**config.mk**
```make
export PLATFORM = sky130hd
export DESIGN_NAME = integer_literal_parser
export DESIGN_NICKNAME = d
export VERILOG_FILES = /design/src/design/ilp_pkg.sv /design/src/design/ilp_char_decode.sv /design/src/design/ilp_accum.sv /design/src/design/integer_literal_parser.sv
export SDC_FILE = /design/constraint.sdc
export NUM_CORES = 1
export LEC_CHECK = 0
export ABC_AREA = 0
export BUFFER_PORTS_ARGS = -buffer_cell sky130_fd_sc_hd__buf_2
export CAP_MARGIN = 10
export CORE_UTILIZATION = 55
export CTS_CLUSTER_DIAMETER = 30
export DETAILED_ROUTE_END_ITERATION = 6
export PLACE_DENSITY = 0.84
export RECOVER_POWER = 50
export REMOVE_ABC_BUFFERS = 1
export SLEW_MARGIN = 20
export SYNTH_ARGS = -nofsm -noshare
export SYNTH_HDL_FRONTEND = slang
export SYNTH_SLANG_ARGS = --single-unit
```
**constraint.sdc**
```tcl
create_clock -name clk -period 4.8 [get_ports clk]
set_input_delay 0.96 -clock clk [delete_from_list [all_inputs] [get_ports clk]]
set_output_delay 0.96 -clock clk [all_outputs]
set_load 0.01 [all_outputs]
```
**src/design/ilp_pkg.sv**
```systemverilog
package ilp_pkg;

  localparam int unsigned CharW = 8;
  localparam int unsigned AccW  = 64;

  // Character codes the parser looks for
  localparam logic [CharW-1:0] ChTerm   = 8'h00;
  localparam logic [CharW-1:0] ChZero   = 8'h30;  // '0'
  localparam logic [CharW-1:0] ChOne    = 8'h31;  // '1'
  localparam logic [CharW-1:0] ChNine   = 8'h39;  // '9'
  localparam logic [CharW-1:0] ChUpA    = 8'h41;  // 'A'
  localparam logic [CharW-1:0] ChUpF    = 8'h46;  // 'F'
  localparam logic [CharW-1:0] ChUpX    = 8'h58;  // 'X'
  localparam logic [CharW-1:0] ChLoA    = 8'h61;  // 'a'
  localparam logic [CharW-1:0] ChLoB    = 8'h62;  // 'b'
  localparam logic [CharW-1:0] ChLoF    = 8'h66;  // 'f'
  localparam logic [CharW-1:0] ChLoX    = 8'h78;  // 'x'

  // Offset that maps the low nibble of A-F / a-f onto 10-15
  localparam logic [3:0] HexLetterOfs = 4'd9;

  typedef enum logic [1:0] {
    MODE_DEC  = 2'd0,
    MODE_HEX  = 2'd1,
    MODE_BIN  = 2'd2,
    MODE_STOP = 2'd3
  } mode_t;

  typedef struct packed {
    logic       is_term;
    logic       is_dec;
    logic       is_hex_letter;
    logic       is_bin;
    logic       is_hex_prefix;
    logic       is_bin_prefix;
    logic [3:0] digit;
  } char_class_t;

endpackage

```
**src/design/ilp_char_decode.sv**
```systemverilog
module ilp_char_decode
  import ilp_pkg::*;
(
  input  logic [CharW-1:0] char_code,
  output char_class_t      cls
);

  logic dec;
  logic hex_up;
  logic hex_lo;

  assign dec    = (char_code >= ChZero) && (char_code <= ChNine);
  assign hex_up = (char_code >= ChUpA) && (char_code <= ChUpF);
  assign hex_lo = (char_code >= ChLoA) && (char_code <= ChLoF);

  always_comb begin
    cls               = '0;
    cls.is_term       = (char_code == ChTerm);
    cls.is_dec        = dec;
    cls.is_hex_letter = hex_up || hex_lo;
    cls.is_bin        = (char_code == ChZero) || (char_code == ChOne);
    cls.is_hex_prefix = (char_code == ChLoX) || (char_code == ChUpX);
    cls.is_bin_prefix = (char_code == ChLoB);
    if (hex_up || hex_lo) begin
      cls.digit = char_code[3:0] + HexLetterOfs;
    end else begin
      cls.digit = char_code[3:0];
    end
  end

endmodule

```
**src/design/ilp_accum.sv**
```systemverilog
module ilp_accum
  import ilp_pkg::*;
(
  input  logic            clk,
  input  logic            rst_n,
  input  logic            step,
  input  char_class_t     cls,
  output logic [AccW-1:0] acc
);

  logic [AccW-1:0] acc_r;
  logic [AccW-1:0] acc_nxt;
  mode_t           mode_r;
  mode_t           mode_nxt;
  logic [AccW-1:0] digit_ext;

  assign digit_ext = {{(AccW-4){1'b0}}, cls.digit};

  // Next mode
  always_comb begin
    mode_nxt = mode_r;
    if (cls.is_term) begin
      mode_nxt = MODE_DEC;
    end else begin
      unique case (mode_r)
        MODE_DEC: begin
          if (cls.is_dec) begin
            mode_nxt = MODE_DEC;
          end else if (cls.is_hex_prefix) begin
            mode_nxt = MODE_HEX;
          end else if (cls.is_bin_prefix) begin
            mode_nxt = MODE_BIN;
          end else begin
            mode_nxt = MODE_STOP;
          end
        end
        MODE_HEX: begin
          if (!(cls.is_dec || cls.is_hex_letter)) begin
            mode_nxt = MODE_STOP;
          end
        end
        MODE_BIN: begin
          if (!cls.is_bin) begin
            mode_nxt = MODE_STOP;
          end
        end
        MODE_STOP: mode_nxt = MODE_STOP;
        default:   mode_nxt = MODE_STOP;
      endcase
    end
  end

  // Next accumulator: times ten is x8 + x2
  always_comb begin
    acc_nxt = acc_r;
    if (cls.is_term) begin
      acc_nxt = '0;
    end else begin
      unique case (mode_r)
        MODE_DEC: begin
          if (cls.is_dec) begin
            acc_nxt = (acc_r << 3) + (acc_r << 1) + digit_ext;
          end
        end
        MODE_HEX: begin
          if (cls.is_dec || cls.is_hex_letter) begin
            acc_nxt = (acc_r << 4) | digit_ext;
          end
        end
        MODE_BIN: begin
          if (cls.is_bin) begin
            acc_nxt = (acc_r << 1) | digit_ext;
          end
        end
        MODE_STOP: acc_nxt = acc_r;
        default:   acc_nxt = acc_r;
      endcase
    end
  end

  always_ff @(posedge clk) begin
    if (!rst_n) begin
      acc_r  <= '0;
      mode_r <= MODE_DEC;
    end else if (step) begin
      acc_r  <= acc_nxt;
      mode_r <= mode_nxt;
    end
  end

  assign acc = acc_r;

endmodule

```
**src/design/integer_literal_parser.sv**
```systemverilog
// Integer literal parser: takes one character per request on the in_ channel
// and builds a 64-bit value, decimal by default, hex after an 'x' or 'X',
// binary after a 'b'; any other character stops the parse and the rest of the
// literal is ignored. A zero character ends the literal: one request with the
// value (two's complement, wrapping modulo 2^64) leaves on the out_ channel and
// the parser starts over from zero in decimal. Every character passes through
// an input register and then the accumulator update; a new character is
// taken every cycle, stalling only when a terminator meets a full result
// register whose request is not taken. A terminator passes the input register,
// and the accumulator value is then loaded into the result register.
module integer_literal_parser
  import ilp_pkg::*;
(
  input  logic                   clk,
  input  logic                   rst_n,
  input  logic                   in_valid,
  output logic                   in_ready,
  input  logic [CharW-1:0]       in_char_code,
  output logic                   out_valid,
  input  logic                   out_ready,
  output logic signed [AccW-1:0] out_value
);

  logic             s1_vld_r;
  logic             s1_vld_nxt;
  logic [CharW-1:0] s1_char_r;
  char_class_t      s1_cls;
  logic             s1_adv;
  logic             term_adv;
  logic             out_free;
  logic             out_valid_r;
  logic             out_valid_nxt;
  logic [AccW-1:0]  out_value_r;
  logic [AccW-1:0]  acc;

  ilp_char_decode u_decode (
    .char_code (s1_char_r),
    .cls       (s1_cls)
  );

  ilp_accum u_accum (
    .clk   (clk),
    .rst_n (rst_n),
    .step  (s1_adv),
    .cls   (s1_cls),
    .acc   (acc)
  );

  // Only a terminator needs room in the result register
  assign out_free = !out_valid_r || out_ready;
  assign s1_adv   = s1_vld_r && (!s1_cls.is_term || out_free);
  assign term_adv = s1_adv && s1_cls.is_term;
  assign in_ready = !s1_vld_r || s1_adv;

  always_comb begin
    s1_vld_nxt = s1_vld_r;
    if (in_valid && in_ready) begin
      s1_vld_nxt = 1'b1;
    end else if (s1_adv) begin
      s1_vld_nxt = 1'b0;
    end
  end

  always_comb begin
    out_valid_nxt = out_valid_r;
    if (term_adv) begin
      out_valid_nxt = 1'b1;
    end else if (out_ready) begin
      out_valid_nxt = 1'b0;
    end
  end

  always_ff @(posedge clk) begin
    if (!rst_n) begin
      s1_vld_r    <= 1'b0;
      out_valid_r <= 1'b0;
    end else begin
      s1_vld_r    <= s1_vld_nxt;
      out_valid_r <= out_valid_nxt;
    end
  end

  always_ff @(posedge clk) begin
    if (in_valid && in_ready) begin
      s1_char_r <= in_char_code;
    end
    if (term_adv) begin
      out_value_r <= acc;
    end
  end

  assign out_valid = out_valid_r;
  assign out_value = $signed(out_value_r);

  a_term_to_result: assert property (@(posedge clk) disable iff (!rst_n)
    term_adv |=> out_valid_r && (out_value_r == $past(acc)))
    else $error("terminator did not load the result register");

  a_term_clears: assert property (@(posedge clk) disable iff (!rst_n)
    term_adv |=> (acc == '0))
    else $error("accumulator not cleared after terminator");

  a_no_idle_stall: assert property (@(posedge clk) disable iff (!rst_n)
    (s1_vld_r && !s1_cls.is_term) |-> in_ready)
    else $error("stall on a non-terminator character");

  a_hold_on_stall: assert property (@(posedge clk) disable iff (!rst_n)
    (s1_vld_r && !s1_adv) |=> $stable(acc) && s1_vld_r)
    else $error("accumulator moved while stalled");

endmodule
```
==> After elaboration in Yosys (flattened, before gate mapping) <==
Index checks and enable logic that the tools add are counted.
{ "op_classes": {"n_addsub": 3, "magnitude_cmp": 6, "eq_ne": 14, "mux": 17, "bitwise": 2, "reduce_logical": 22} }
{ "ops": {"columns": ["cell", "n"], "rows": [
  ["64-bit two-way mux", 4],
  ["64-bit case mux with 3 select lines", 1],
  ["64-bit by 4-bit OR with 64-bit output", 2],
  ["64-bit by 4-bit adder with 64-bit output", 1],
  ["64-bit adder", 1],
  ["8-bit by 7-bit == test with 1-bit output (second input constant)", 3],
  ["8-bit by 6-bit == test with 1-bit output (second input constant)", 2],
  ["8-bit by 7-bit greater-or-equal comparator with 1-bit output (second input constant)", 2],
  ["8-bit by 7-bit less-or-equal comparator with 1-bit output (second input constant)", 2],
  ["2-bit two-way mux", 5],
  ["3-bit inequality test (second input constant)", 3],
  ["8-bit by 6-bit greater-or-equal comparator with 1-bit output (second input constant)", 1],
  ["8-bit by 6-bit less-or-equal comparator with 1-bit output (second input constant)", 1],
  ["8-bit logical NOT", 1],
  ["2-bit case mux with 4 select lines", 1],
  ["1-bit logical OR", 7],
  ["1-bit logical AND", 6],
  ["3-bit by 2-bit inequality test with 1-bit output (second input constant)", 2],
  ["1-bit two-way mux", 5],
  ["5-bit AND reduction", 1],
  ["4-bit adder (second input constant)", 1],
  ["2-bit == test (second input constant)", 2],
  ["4-bit two-way mux", 1],
  ["2-bit nonzero test", 2],
  ["5 further kinds", 7]
]} }
{ "word_totals": {"regBits": 140, "in_bits": 12, "output_inout_bits": 66, "word_cells": 70} }

==> Depth between registers and ports, before layout <==
Gate-level depths: netlist of the first run.
{ "logic_depth": {"ltp_word": 8, "depth_mapped": 20} }

==> Modules after synthesis <==
From an unflattened synthesis of the first run, not the netlist that was laid out.
{ "hier_totals": {"cells_unflattened": 1195, "hier_area_um2": 10443.8} }
{ "by_module_without_submodules": {"columns": ["mod", "instances", "cells_per_inst", "area_each_um2", "seq_area_each_um2"], "rows": [
  ["ilp_accum", 1, 1079, 7922.6, 1321.3],
  ["integer_literal_parser", 1, 84, 2279.7, 2202.1],
  ["ilp_char_decode", 1, 32, 241.5, 0.0]
]} }

==> Worst setup path before layout of the first run <==
OpenSTA, ideal clock, no wires.
{ "synth_path": {"path_kind": "reg2reg", "from": "register s1_char_r[3]", "to": "register u_accum.acc_r[34], in the netlist u_accum.acc[34]", "t_arrival_ps": 4615, "required_ps": 4673, "path_slack_ps": 58, "stages_incl_launch_ff": 19, "path_buffers": 0, "synth_period_minus_slack_ps": 4742, "path_cell_list": "edfxtp_1 -> or4b_1 -> nor3_1 -> nand2_1 -> xnor2_1 -> inv_1 -> ha_1 -> ha_1 -> inv_1 -> fa_1 -> nor2b_1 -> o211ai_1 -> a211oi_1 -> o21ai_1 -> o41ai_2 -> a211o_1 -> nand2b_1 -> and4_1 -> or3_1"} }
{ "synth_between": {"elab_chain_cells": 8} }
{ "synth_rtl": {"columns": ["element", "line", "text"], "rows": [
  ["from (decl)", "integer_literal_parser.sv:26", "logic [CharW-1:0] s1_char_r;"],
  ["from (signal assigned)", "integer_literal_parser.sv:85", "s1_char_r <= in_char_code;"],
  ["8-bit by 7-bit greater-or-equal comparator with 1-bit output, or another cell as far along", "ilp_char_decode.sv:13", "assign hex_up = (char_code >= ChUpA) && (char_code <= ChUpF);"],
  ["1-bit logical AND (on tied branches)", "ilp_char_decode.sv:13, ilp_char_decode.sv:14", null],
  ["1-bit logical OR", "ilp_char_decode.sv:20, ilp_char_decode.sv:24", null],
  ["4-bit two-way mux", "ilp_char_decode.sv:24", "if (hex_up || hex_lo) begin"],
  ["64-bit by 4-bit adder with 64-bit output", "ilp_accum.sv:62", "acc_nxt = (acc_r << 3) + (acc_r << 1) + digit_ext;"],
  ["64-bit two-way mux", "ilp_accum.sv:61", "if (cls.is_dec) begin"],
  ["64-bit case mux with 3 select lines", "ilp_accum.sv:59", "unique case (mode_r)"],
  ["64-bit two-way mux", "ilp_accum.sv:56", "if (cls.is_term) begin"],
  ["to (signal assigned)", "ilp_accum.sv:86", "acc_r <= acc_nxt;"],
  ["to (decl)", "ilp_accum.sv:11", "logic [AccW-1:0] acc_r;"]
]} }
Several ways; a longest one is shown, not always the timed one. The select of a mux whose other input is x is not followed.
A chain may end at the register's enable or synchronous reset.

==> Final worst setup path of the first run <==
{ "layout_path": {"from": "register s1_char_r[4]", "to": "register u_accum.acc_r[34], in the netlist u_accum.acc[34]"} }
Same word-level chain as after synthesis.

==> run_summary.xml, run 1 <==
<?xml version="1.0" encoding="UTF-8"?>
<metrics>
  <group name="route">
    <metric name="final_antenna_net_count" unit="">0</metric>
    <metric name="drt-wirelength-per-cell" unit="um">18.2</metric>
    <metric name="met3RoutedLength" unit="mm">2.01</metric>
    <metric name="wl_met2" unit="mm">12.8</metric>
    <metric name="routed_wl" unit="mm">28.5</metric>
    <metric name="drc" unit="">2</metric>
    <metric name="vias_per_cell" unit="">6.32</metric>
    <metric name="wl_met1" unit="mm">12.7</metric>
    <metric name="detail_route.iter0.violations" unit="">1036</metric>
    <metric name="topRoutingLayerUsed" unit="">met4</metric>
    <metric name="via_count" unit="">9873</metric>
    <metric name="drt_first_pass_iters" unit="">7</metric>
  </group>
  <group name="yosys">
    <metric name="post_synth_main_area_contributors" unit="">sky130_fd_sc_hd__edfxtp_1 (20%), sky130_fd_sc_hd__ha_1 (16%), sky130_fd_sc_hd__dfxtp_1 (13%), sky130_fd_sc_hd__a21oi_1 (6.1%), sky130_fd_sc_hd__nand2_1 (5.4%)</metric>
    <metric name="yosys.area.top_type" unit="">sky130_fd_sc_hd__edfxtp_1</metric>
    <metric name="synth_async_sr_flop_share" unit="%">0</metric>
    <metric name="flip_flop_cell_with_the_highest_count_after_synthesis" unit="">sky130_fd_sc_hd__edfxtp_1</metric>
    <metric name="syn_area" unit="um2">10700</metric>
    <metric name="mean_post_synth_cell_area" unit="um2">8.66</metric>
    <metric name="yosysWarnings" unit="">0</metric>
    <metric name="synth_seq_area_share" unit="%">33.0</metric>
    <metric name="synth_enable_flop_cells" unit="">72</metric>
    <metric name="synth_top_area_share" unit="%">20.3</metric>
    <metric name="synth.ff_latch_count" unit="">140</metric>
    <metric name="synthCells" unit="">1231</metric>
    <metric name="number_of_distinct_standard_cells_referenced_by_the_synthesized_netlist" unit="">70</metric>
  </group>
  <group name="pwr">
    <metric name="power_density" unit="nW/um2">238</metric>
    <metric name="power_frac_clock" unit="%">43.8</metric>
    <metric name="switching_share_of_total_power" unit="%">26.4</metric>
    <metric name="share_seq_of_total_power" unit="%">46.0</metric>
    <metric name="total_switching_power" unit="mW">0.743</metric>
    <metric name="power.internal" unit="mW">2.07</metric>
    <metric name="ir_drop_worst_case_vdd" unit="uV">253</metric>
    <metric name="p_comb_share" unit="%">10.1</metric>
    <metric name="leakage" unit="nW">4.82</metric>
  </group>
  <group name="setup_path">
    <metric name="crit_required" unit="ps">5110</metric>
    <metric name="worst-setup-path-type" unit="">reg -&gt; reg</metric>
    <metric name="crit_path_end_kind" unit="">register</metric>
    <metric name="cp.arrival" unit="ps">4840</metric>
    <metric name="cp-startpoint" unit="">s1_char_r[4]</metric>
    <metric name="timing.rr.start" unit="">s1_char_r[4]</metric>
    <metric name="critical_path_peak_fanout" unit="">5</metric>
    <metric name="startpoint_type" unit="">register</metric>
  </group>
  <group name="outcome">
    <metric name="run_status" unit="">complete, but fails checks</metric>
    <metric name="failed_checks" unit="">design-rule violations</metric>
  </group>
  <group name="place">
    <metric name="hpwl" unit="mm">19.9</metric>
    <metric name="gpl.final_weighted_congestion" unit="">0.940</metric>
    <metric name="dpl.cell_count" unit="">1529</metric>
    <metric name="dpl-instance-area" unit="um2">11300</metric>
    <metric name="port-buffer-count" unit="">77</metric>
  </group>
  <group name="hold_path">
    <metric name="worst_hold_path_type" unit="">reg -&gt; reg</metric>
    <metric name="min-delay-start" unit="">u_accum.mode_r[1]</metric>
  </group>
  <group name="sta">
    <metric name="hold_viol" unit="">0</metric>
    <metric name="timing.slew.headroom" unit="%">30.5</metric>
    <metric name="slew_violations" unit="">0</metric>
    <metric name="tightestPinTransition" unit="ps">1040</metric>
    <metric name="fin_crit_sh" unit="%">94.4</metric>
    <metric name="max_clock_freq" unit="GHz">0.221</metric>
    <metric name="report.final.setup_viol" unit="">0</metric>
    <metric name="skew" unit="ps">10.7</metric>
    <metric name="post-route-min-period" unit="ps">4530</metric>
  </group>
  <group name="final_layout">
    <metric name="non_filler_instances" unit="">1561</metric>
    <metric name="finalNetCount" unit="">1436</metric>
    <metric name="fill_cells" unit="">1599</metric>
    <metric name="final_layout_size_suffix_gt1_share" unit="%">6.30</metric>
    <metric name="final_area" unit="um2">11800</metric>
    <metric name="areaGrowthSynthToFinish" unit="%">11.0</metric>
    <metric name="antenna-diode-count" unit="">0</metric>
  </group>
  <group name="clocking">
    <metric name="clk-insertion-delay-late" unit="ps">430</metric>
    <metric name="cts_hold_buffers" unit="">0</metric>
    <metric name="tritoncts_num_sinks" unit="">140</metric>
    <metric name="tritoncts.num_buffers" unit="">17</metric>
    <metric name="htree_num_levels" unit="">4</metric>
    <metric name="tritoncts_clock_tree" unit="">done</metric>
    <metric name="clk_root_buffer_cell" unit="">sky130_fd_sc_hd__clkbuf_16</metric>
    <metric name="cts-root-to-sink-buffers" unit="">2</metric>
    <metric name="cts.clk_slew.worst_paths" unit="ps">60</metric>
  </group>
  <group name="global_route">
    <metric name="antenna_violations_before_repair" unit="">0</metric>
    <metric name="gr-usage-all-layers" unit="%">29.1</metric>
    <metric name="largest_net_degree_at_the_start_of_global_routing" unit="">84</metric>
    <metric name="global_route_wire_length_before_repair" unit="mm">46.4</metric>
    <metric name="gr-total-overflow" unit="">0</metric>
    <metric name="vias_in_the_first_global_route" unit="">9416</metric>
  </group>
  <group name="floorplanning">
    <metric name="placeableCoreArea" unit="um2">18800</metric>
    <metric name="die_ar" unit="um2">19900</metric>
    <metric name="fp.dieW" unit="um">141</metric>
    <metric name="effective_utilization_at_floorplan" unit="%">56.6</metric>
    <metric name="io_pins" unit="">78</metric>
    <metric name="rows" unit="">50</metric>
    <metric name="chipHeight" unit="um">141</metric>
  </group>
  <group name="flow_run">
    <metric name="maxCapViolations" unit="">0</metric>
  </group>
</metrics>
[sequential cells by signal, summed over array words and instances, names as in the netlist]
register / cells
out_value: 64
u_accum.acc: 64
s1_char_r: 8
u_accum.mode_r: 2
out_valid: 1
s1_vld_r: 1
[worst max-delay path, stage by stage (launching register included)]
cell,delay (ps)
sky130_fd_sc_hd__edfxtp_1,380
sky130_fd_sc_hd__or4b_1,600
sky130_fd_sc_hd__nor3_2,250
sky130_fd_sc_hd__nand2_1,110
sky130_fd_sc_hd__xnor2_2,150
sky130_fd_sc_hd__inv_1,60
sky130_fd_sc_hd__ha_1,270
sky130_fd_sc_hd__ha_1,160
sky130_fd_sc_hd__inv_1,50
sky130_fd_sc_hd__fa_1,380
sky130_fd_sc_hd__nor2b_1,160
sky130_fd_sc_hd__o211ai_1,160
sky130_fd_sc_hd__a211oi_2,310
sky130_fd_sc_hd__o21ai_2,130
sky130_fd_sc_hd__o41ai_4,330
sky130_fd_sc_hd__a211o_2,270
sky130_fd_sc_hd__nand2b_1,90
sky130_fd_sc_hd__and4_1,200
sky130_fd_sc_hd__or3_1,330
[cell families (layout without fill, tap and decap cells)]
kind of cell / after synthesis / count (layout) / share of synthesized area [%]
AOI/OAI and AO/OA: 442 / 442 / 27.0
xor gates and xnor gates: 46 / 46 / 3.78
adders and majority gates: 135 / 135 / 15.9
buffers and inverters: 89 / 159 / 3.19
DFF: 140 / 140 / 33.0
muxes: 6 / 6 / 0.563
and+or+nand+nor: 373 / 373 / 16.5
[layer usage]
metal	vias up	track usage [%]
met3	82	4.31
li1	4759	-
met2	465	46.3
met5	-	0
met1	4567	38.8
met4	0	14.1
[final timing paths]
check | endpoint | slack, ps | cells after the start
worst min register to register | u_accum.mode_r[1] | 520 | 2
worst max-delay path | u_accum.acc[34] | 270 | 18
worst max register to register | u_accum.acc[34] | 270 | 18
worst min-delay path | u_accum.mode_r[1] | 520 | 2
[cells in the final DEF (no fill, tap or decap), types with 17 or more instances in the layout]
master	instances
sky130_fd_sc_hd__xor2_1	20
sky130_fd_sc_hd__xnor2_1	25
sky130_fd_sc_hd__a21o_1	22
sky130_fd_sc_hd__a22oi_1	63
sky130_fd_sc_hd__nor2_1	71
sky130_fd_sc_hd__nand4_1	17
sky130_fd_sc_hd__nand3_1	33
sky130_fd_sc_hd__nor3_1	27
sky130_fd_sc_hd__o211ai_1	18
sky130_fd_sc_hd__clkbuf_16	17
sky130_fd_sc_hd__a21oi_1	130
sky130_fd_sc_hd__clkbuf_1	70
sky130_fd_sc_hd__edfxtp_1	72
sky130_fd_sc_hd__a21boi_0	24
sky130_fd_sc_hd__nor2b_1	17
sky130_fd_sc_hd__nand2_1	152
sky130_fd_sc_hd__buf_4	21
sky130_fd_sc_hd__dfxtp_1	68
sky130_fd_sc_hd__inv_1	27
sky130_fd_sc_hd__o21ai_0	74
sky130_fd_sc_hd__ha_1	131
[Yosys cell counts (4+ instances only)]
cell type                   count
sky130_fd_sc_hd__nand2_1      152
sky130_fd_sc_hd__nor4_1         4
sky130_fd_sc_hd__clkbuf_1      52
sky130_fd_sc_hd__and3_1         4
sky130_fd_sc_hd__nand4_1       17
sky130_fd_sc_hd__nor2b_1       17
sky130_fd_sc_hd__a22oi_1       63
sky130_fd_sc_hd__nor2_1        71
sky130_fd_sc_hd__o221ai_1       7
sky130_fd_sc_hd__o21bai_1      11
sky130_fd_sc_hd__o31ai_1        9
sky130_fd_sc_hd__buf_2          4
sky130_fd_sc_hd__buf_1          5
sky130_fd_sc_hd__nand2b_1      11
sky130_fd_sc_hd__inv_1         27
sky130_fd_sc_hd__nand3_1       33
sky130_fd_sc_hd__o2111ai_1      4
sky130_fd_sc_hd__dfxtp_1       68
sky130_fd_sc_hd__o21a_1        11
sky130_fd_sc_hd__a211o_1        4
sky130_fd_sc_hd__xnor2_1       26
sky130_fd_sc_hd__a31oi_1        8
sky130_fd_sc_hd__a21o_1        22
sky130_fd_sc_hd__nor3b_1        4
sky130_fd_sc_hd__o211ai_1      18
sky130_fd_sc_hd__o21ai_0       74
sky130_fd_sc_hd__a22o_1        10
sky130_fd_sc_hd__a21oi_1      130
sky130_fd_sc_hd__mux2i_1        6
sky130_fd_sc_hd__xor2_1        20
sky130_fd_sc_hd__a211oi_1      13
sky130_fd_sc_hd__nor3_1        28
sky130_fd_sc_hd__a2111oi_0      4
sky130_fd_sc_hd__a21boi_0      24
sky130_fd_sc_hd__or3_1          5
sky130_fd_sc_hd__ha_1         134
sky130_fd_sc_hd__edfxtp_1      72
sky130_fd_sc_hd__and2_1         8
[timing repair]
action | in CTS | in global routing
endpoints found under the setup margin | 0 | 10
gates resized for setup | 0 | 8
hold endpoints to repair | 0 | 0
setup buffers | 0 | 1
[metrics by stage]
step / util [%] / worst slack, ps / total power, mW / TNS [ps] / hold slack, ps
global route: 62.8 / -10.8 / 2.91 / -15.8 / 524
floorplan: - / 57.9 / 1.50 / 0 / 400
CTS: 63.0 / 35.7 / 2.82 / 0 / 504
global placement: 60.2 / 139 / 1.59 / 0 / 490
detailed placement: 60.2 / 49.3 / 1.60 / 0 / 483
finish: 62.8 / 269 / 2.81 / 0 / 519
[cell type report]
class	count	area, um2	share of cell area [%]
clock buffer	20	437	3.69
sequential	140	3520	29.8
clock inverter	11	97.6	0.825
inverter	27	101	0.857
timing repair buffer	101	489	4.13
tap	260	325	2.75
multi-input combinational	1002	6860	58.0
[power by group through the flow]
| stage | logic (mW) | clock network (mW) | registers (mW) |
|---|---|---|---|
| global route | 0.313 | 1.30 | 1.30 |
| floorplan | 0.191 | 0 | 1.31 |
| finish | 0.285 | 1.23 | 1.30 |
| global placement | 0.268 | 0 | 1.32 |
| CTS | 0.279 | 1.24 | 1.29 |
| detailed placement | 0.276 | 0 | 1.32 |
(Power assumes the default switching activity.)
==> inputs of run 2 (changes only) <==
Settings changed: SYNTH_HIERARCHICAL from default to 1.
==> run 2 against run 1 <==
Net effect: the flow now finishes without violations; fmax down 4.3%; via count is 3.9% lower; combinational power rose by 7%; critical path depth up 2; largest power group is now the clock network; clock power is 7% higher; clock skew shrank 0.89 ps; die area shrank 2.0%; register-to-register slack got worse by 200 ps.
==> run_summary.xml, run 2 <==
<?xml version="1.0" encoding="UTF-8"?>
<metrics>
  <group name="yosys">
    <metric name="synth_seq_area_share" unit="%">33.7</metric>
    <metric name="post_synth_top_cells" unit="">sky130_fd_sc_hd__a21oi_1 (142), sky130_fd_sc_hd__nand2_1 (139), sky130_fd_sc_hd__ha_1 (133)</metric>
    <metric name="synth.ff_latch_count" unit="">140</metric>
    <metric name="syn_area" unit="um2">10400</metric>
    <metric name="synth_compound_area_share" unit="%">26.2</metric>
    <metric name="synth.mux.area_fraction" unit="%">0.300</metric>
    <metric name="dominant_combinational_cell_family_by_area_after_synthesis" unit="">compound AO/OA/AOI/OAI gates</metric>
    <metric name="yosys.area_share.simple" unit="%">14.7</metric>
    <metric name="synth_xor_xnor_area_share" unit="%">4.61</metric>
    <metric name="post_synth_main_area_contributors" unit="">sky130_fd_sc_hd__edfxtp_1 (21%), sky130_fd_sc_hd__ha_1 (16%), sky130_fd_sc_hd__dfxtp_1 (13%), sky130_fd_sc_hd__a21oi_1 (6.8%), sky130_fd_sc_hd__nand2_1 (5.0%)</metric>
    <metric name="synthCells" unit="">1195</metric>
    <metric name="yosysWarnings" unit="">6</metric>
    <metric name="mean_post_synth_cell_area" unit="um2">8.74</metric>
    <metric name="synth_enable_flop_cells" unit="">72</metric>
    <metric name="synth_async_sr_flop_share" unit="%">0</metric>
    <metric name="number_of_distinct_standard_cells_referenced_by_the_synthesized_netlist" unit="">79</metric>
    <metric name="post_synth_fa_ha_maj_area_fraction" unit="%">16.3</metric>
    <metric name="yosys.area.top_type" unit="">sky130_fd_sc_hd__edfxtp_1</metric>
    <metric name="flip_flop_cell_with_the_highest_count_after_synthesis" unit="">sky130_fd_sc_hd__edfxtp_1</metric>
    <metric name="yosys.cell_count.top_type" unit="">sky130_fd_sc_hd__a21oi_1</metric>
    <metric name="synth_top_area_share" unit="%">20.7</metric>
  </group>
  <group name="route">
    <metric name="detail_route.iter0.violations" unit="">937</metric>
    <metric name="via_count" unit="">9490</metric>
    <metric name="drt-wirelength-per-cell" unit="um">18.0</metric>
    <metric name="drc" unit="">0</metric>
    <metric name="routed_wl" unit="mm">26.7</metric>
    <metric name="final_antenna_net_count" unit="">0</metric>
    <metric name="vias_per_cell" unit="">6.38</metric>
    <metric name="drt_first_pass_iters" unit="">7</metric>
  </group>
  <group name="sta">
    <metric name="max_clock_freq" unit="GHz">0.211</metric>
    <metric name="fin_crit_sh" unit="%">98.6</metric>
    <metric name="totalNegativeSetupSlack" unit="ps">0</metric>
    <metric name="post-route-min-period" unit="ps">4730</metric>
    <metric name="timing.slew.headroom" unit="%">24.6</metric>
    <metric name="tightestPinTransition" unit="ps">1130</metric>
    <metric name="hold_viol" unit="">0</metric>
    <metric name="slew_violations" unit="">0</metric>
    <metric name="report.final.setup_viol" unit="">0</metric>
    <metric name="layout_setup_ws" unit="ps">65.2</metric>
    <metric name="skew" unit="ps">9.80</metric>
  </group>
  <group name="setup_path">
    <metric name="regToRegSetupSlack" unit="ps">70</metric>
    <metric name="cp-startpoint" unit="">s1_char_r[0]</metric>
    <metric name="critPathSlowestCell" unit="">sky130_fd_sc_hd__edfxtp_1</metric>
    <metric name="crit_path_end_kind" unit="">register</metric>
    <metric name="startpoint_type" unit="">register</metric>
    <metric name="crit_required" unit="ps">5130</metric>
    <metric name="path_delay_family" unit="">compound AO/OA/AOI/OAI gates</metric>
    <metric name="cp.arrival" unit="ps">5060</metric>
    <metric name="worst-setup-path-type" unit="">reg -&gt; reg</metric>
    <metric name="delay_of_the_slowest_critical_path_stage" unit="ps">480</metric>
    <metric name="critical_path_peak_fanout" unit="">6</metric>
    <metric name="timing.rr.start" unit="">s1_char_r[0]</metric>
    <metric name="timing.critical_path.cells" unit="">inv_2 &gt; ha_2 &gt; or3b_4 &gt; a31oi_1 &gt; a41oi_1 &gt; inv_1 &gt; ha_1 &gt; ha_2 &gt; fa_2 &gt; a21o_1 &gt; a221o_1 &gt; a41oi_2 &gt; o211ai_2 &gt; a21oi_1 &gt; buf_4 &gt; o211ai_1 &gt; a41oi_2 &gt; xnor2_1 &gt; o21ai_1 &gt; nand2_1</metric>
    <metric name="worstPathBufferInverterCount" unit="">3</metric>
  </group>
  <group name="pwr">
    <metric name="ir_drop_worst_case_vdd" unit="uV">246</metric>
    <metric name="power_density" unit="nW/um2">253</metric>
    <metric name="leakage" unit="nW">4.86</metric>
  </group>
  <group name="final_layout">
    <metric name="finalNetCount" unit="">1388</metric>
    <metric name="final_layout_size_suffix_gt1_share" unit="%">8.61</metric>
    <metric name="utilization" unit="%">62.1</metric>
    <metric name="final_area" unit="um2">11600</metric>
    <metric name="antenna-diode-count" unit="">0</metric>
    <metric name="most-common-layout-cells" unit="">sky130_fd_sc_hd__nand2_1 (139), sky130_fd_sc_hd__a21oi_1 (139), sky130_fd_sc_hd__ha_1 (128)</metric>
    <metric name="areaGrowthSynthToFinish" unit="%">10.8</metric>
    <metric name="non_filler_instances" unit="">1488</metric>
  </group>
  <group name="floorplanning">
    <metric name="fp.dieW" unit="um">140</metric>
    <metric name="effective_utilization_at_floorplan" unit="%">56.0</metric>
    <metric name="io_pins" unit="">78</metric>
    <metric name="placeableCoreArea" unit="um2">18600</metric>
    <metric name="rows" unit="">50</metric>
    <metric name="chipHeight" unit="um">140</metric>
    <metric name="die_ar" unit="um2">19500</metric>
  </group>
  <group name="clocking">
    <metric name="htree_num_levels" unit="">4</metric>
    <metric name="clk-insertion-delay-late" unit="ps">430</metric>
    <metric name="cts-root-to-sink-buffers" unit="">2</metric>
    <metric name="tritoncts_clock_tree" unit="">done</metric>
    <metric name="cts.clk_slew.worst_paths" unit="ps">60</metric>
    <metric name="clk_root_buffer_cell" unit="">sky130_fd_sc_hd__clkbuf_16</metric>
    <metric name="tritoncts_num_sinks" unit="">140</metric>
    <metric name="tritoncts.num_buffers" unit="">17</metric>
  </group>
  <group name="flow_run">
    <metric name="maxCapViolations" unit="">0</metric>
  </group>
  <group name="global_route">
    <metric name="gr-usage-all-layers" unit="%">27.6</metric>
    <metric name="vias_in_the_first_global_route" unit="">9003</metric>
    <metric name="largest_net_degree_at_the_start_of_global_routing" unit="">106</metric>
    <metric name="antenna_violations_before_repair" unit="">0</metric>
    <metric name="gr-total-overflow" unit="">0</metric>
    <metric name="global_route_wire_length_before_repair" unit="mm">43.8</metric>
  </group>
  <group name="hold_path">
    <metric name="min-delay-start" unit="">u_accum/acc[63]</metric>
    <metric name="worst_hold_path_type" unit="">reg -&gt; reg</metric>
  </group>
  <group name="place">
    <metric name="port-buffer-count" unit="">77</metric>
    <metric name="dpl.cell_count" unit="">1451</metric>
    <metric name="gpl.final_weighted_congestion" unit="">0.941</metric>
    <metric name="post-place-ws" unit="ps">55.6</metric>
    <metric name="dpl-instance-area" unit="um2">11000</metric>
    <metric name="hpwl" unit="mm">18.3</metric>
  </group>
  <group name="outcome">
    <metric name="run_status" unit="">complete, no violations</metric>
  </group>
</metrics>
## run 2: changes by cell type in the layout (fill, tap and decap cells not counted), moves of 7 or more
cell	change
sky130_fd_sc_hd__nand3_1	-10
sky130_fd_sc_hd__nor3_1	-7
sky130_fd_sc_hd__nand2_1	-13
sky130_fd_sc_hd__o21ai_0	+16
sky130_fd_sc_hd__a22oi_1	-11
sky130_fd_sc_hd__nor2b_1	-10
sky130_fd_sc_hd__a21boi_0	-24
sky130_fd_sc_hd__o211ai_1	-11
sky130_fd_sc_hd__o21ai_1	+7
sky130_fd_sc_hd__xnor2_1	+9
sky130_fd_sc_hd__o21a_1	-8
sky130_fd_sc_hd__a21oi_1	+9
## run 2: through the flow
stage          hold WS, ps  power, mW
3_5_place_dp           416       1.62
4_1_cts                431       2.93
5_1_grt                452       3.03
3_3_place_gp           418       1.61
2_1_floorplan          408       1.52
6_report               432       2.92
## run 2: cell families after synthesis
group,count (synthesis)
AOI/OAI and AO/OA,429
xor gates and xnor gates,55
adders and majority gates,135
buffers and inverters,106
DFF,140
muxes,3
and+or+nand+nor,327
## run 2: worst paths after layout
path                endpoint  depth (start not counted)
max          u_accum/acc[58]                         20
min            out_value[63]                          0
max reg2reg  u_accum/acc[58]                         20
min reg2reg    out_value[63]                          0
## run 2: power by group
part           internal, mW  switching, mW  total [mW]
combinational        0.0984          0.206       0.304
clock                 0.781          0.538        1.32
sequential             1.27         0.0305        1.30
## run 2: area by class of cell
type,count,area [um2]
inverters,35,131
clock inverters,13,143
multi-input cells,949,6570
repair buffers,98,474
fillers,1597,7070
flip-flops and latches,140,3520
clock buffers,19,443
well taps,234,293
## run 2: per-layer routing
metal | part of all wire, % | global-route usage, % | vias up
li1 | - | - | 4569
met1 | 44 | 35.6 | 4491
met2 | 48 | 46.6 | 367
met3 | 6.1 | 4.23 | 63
met4 | 2.0 | 10.4 | 0
met5 | 0 | 0 | -
## run 2: timing repair
item,CTS,global route
hold buffers,0,0
buffers inserted,0,5
gates resized for setup,0,16
endpoints found under the setup margin,0,26
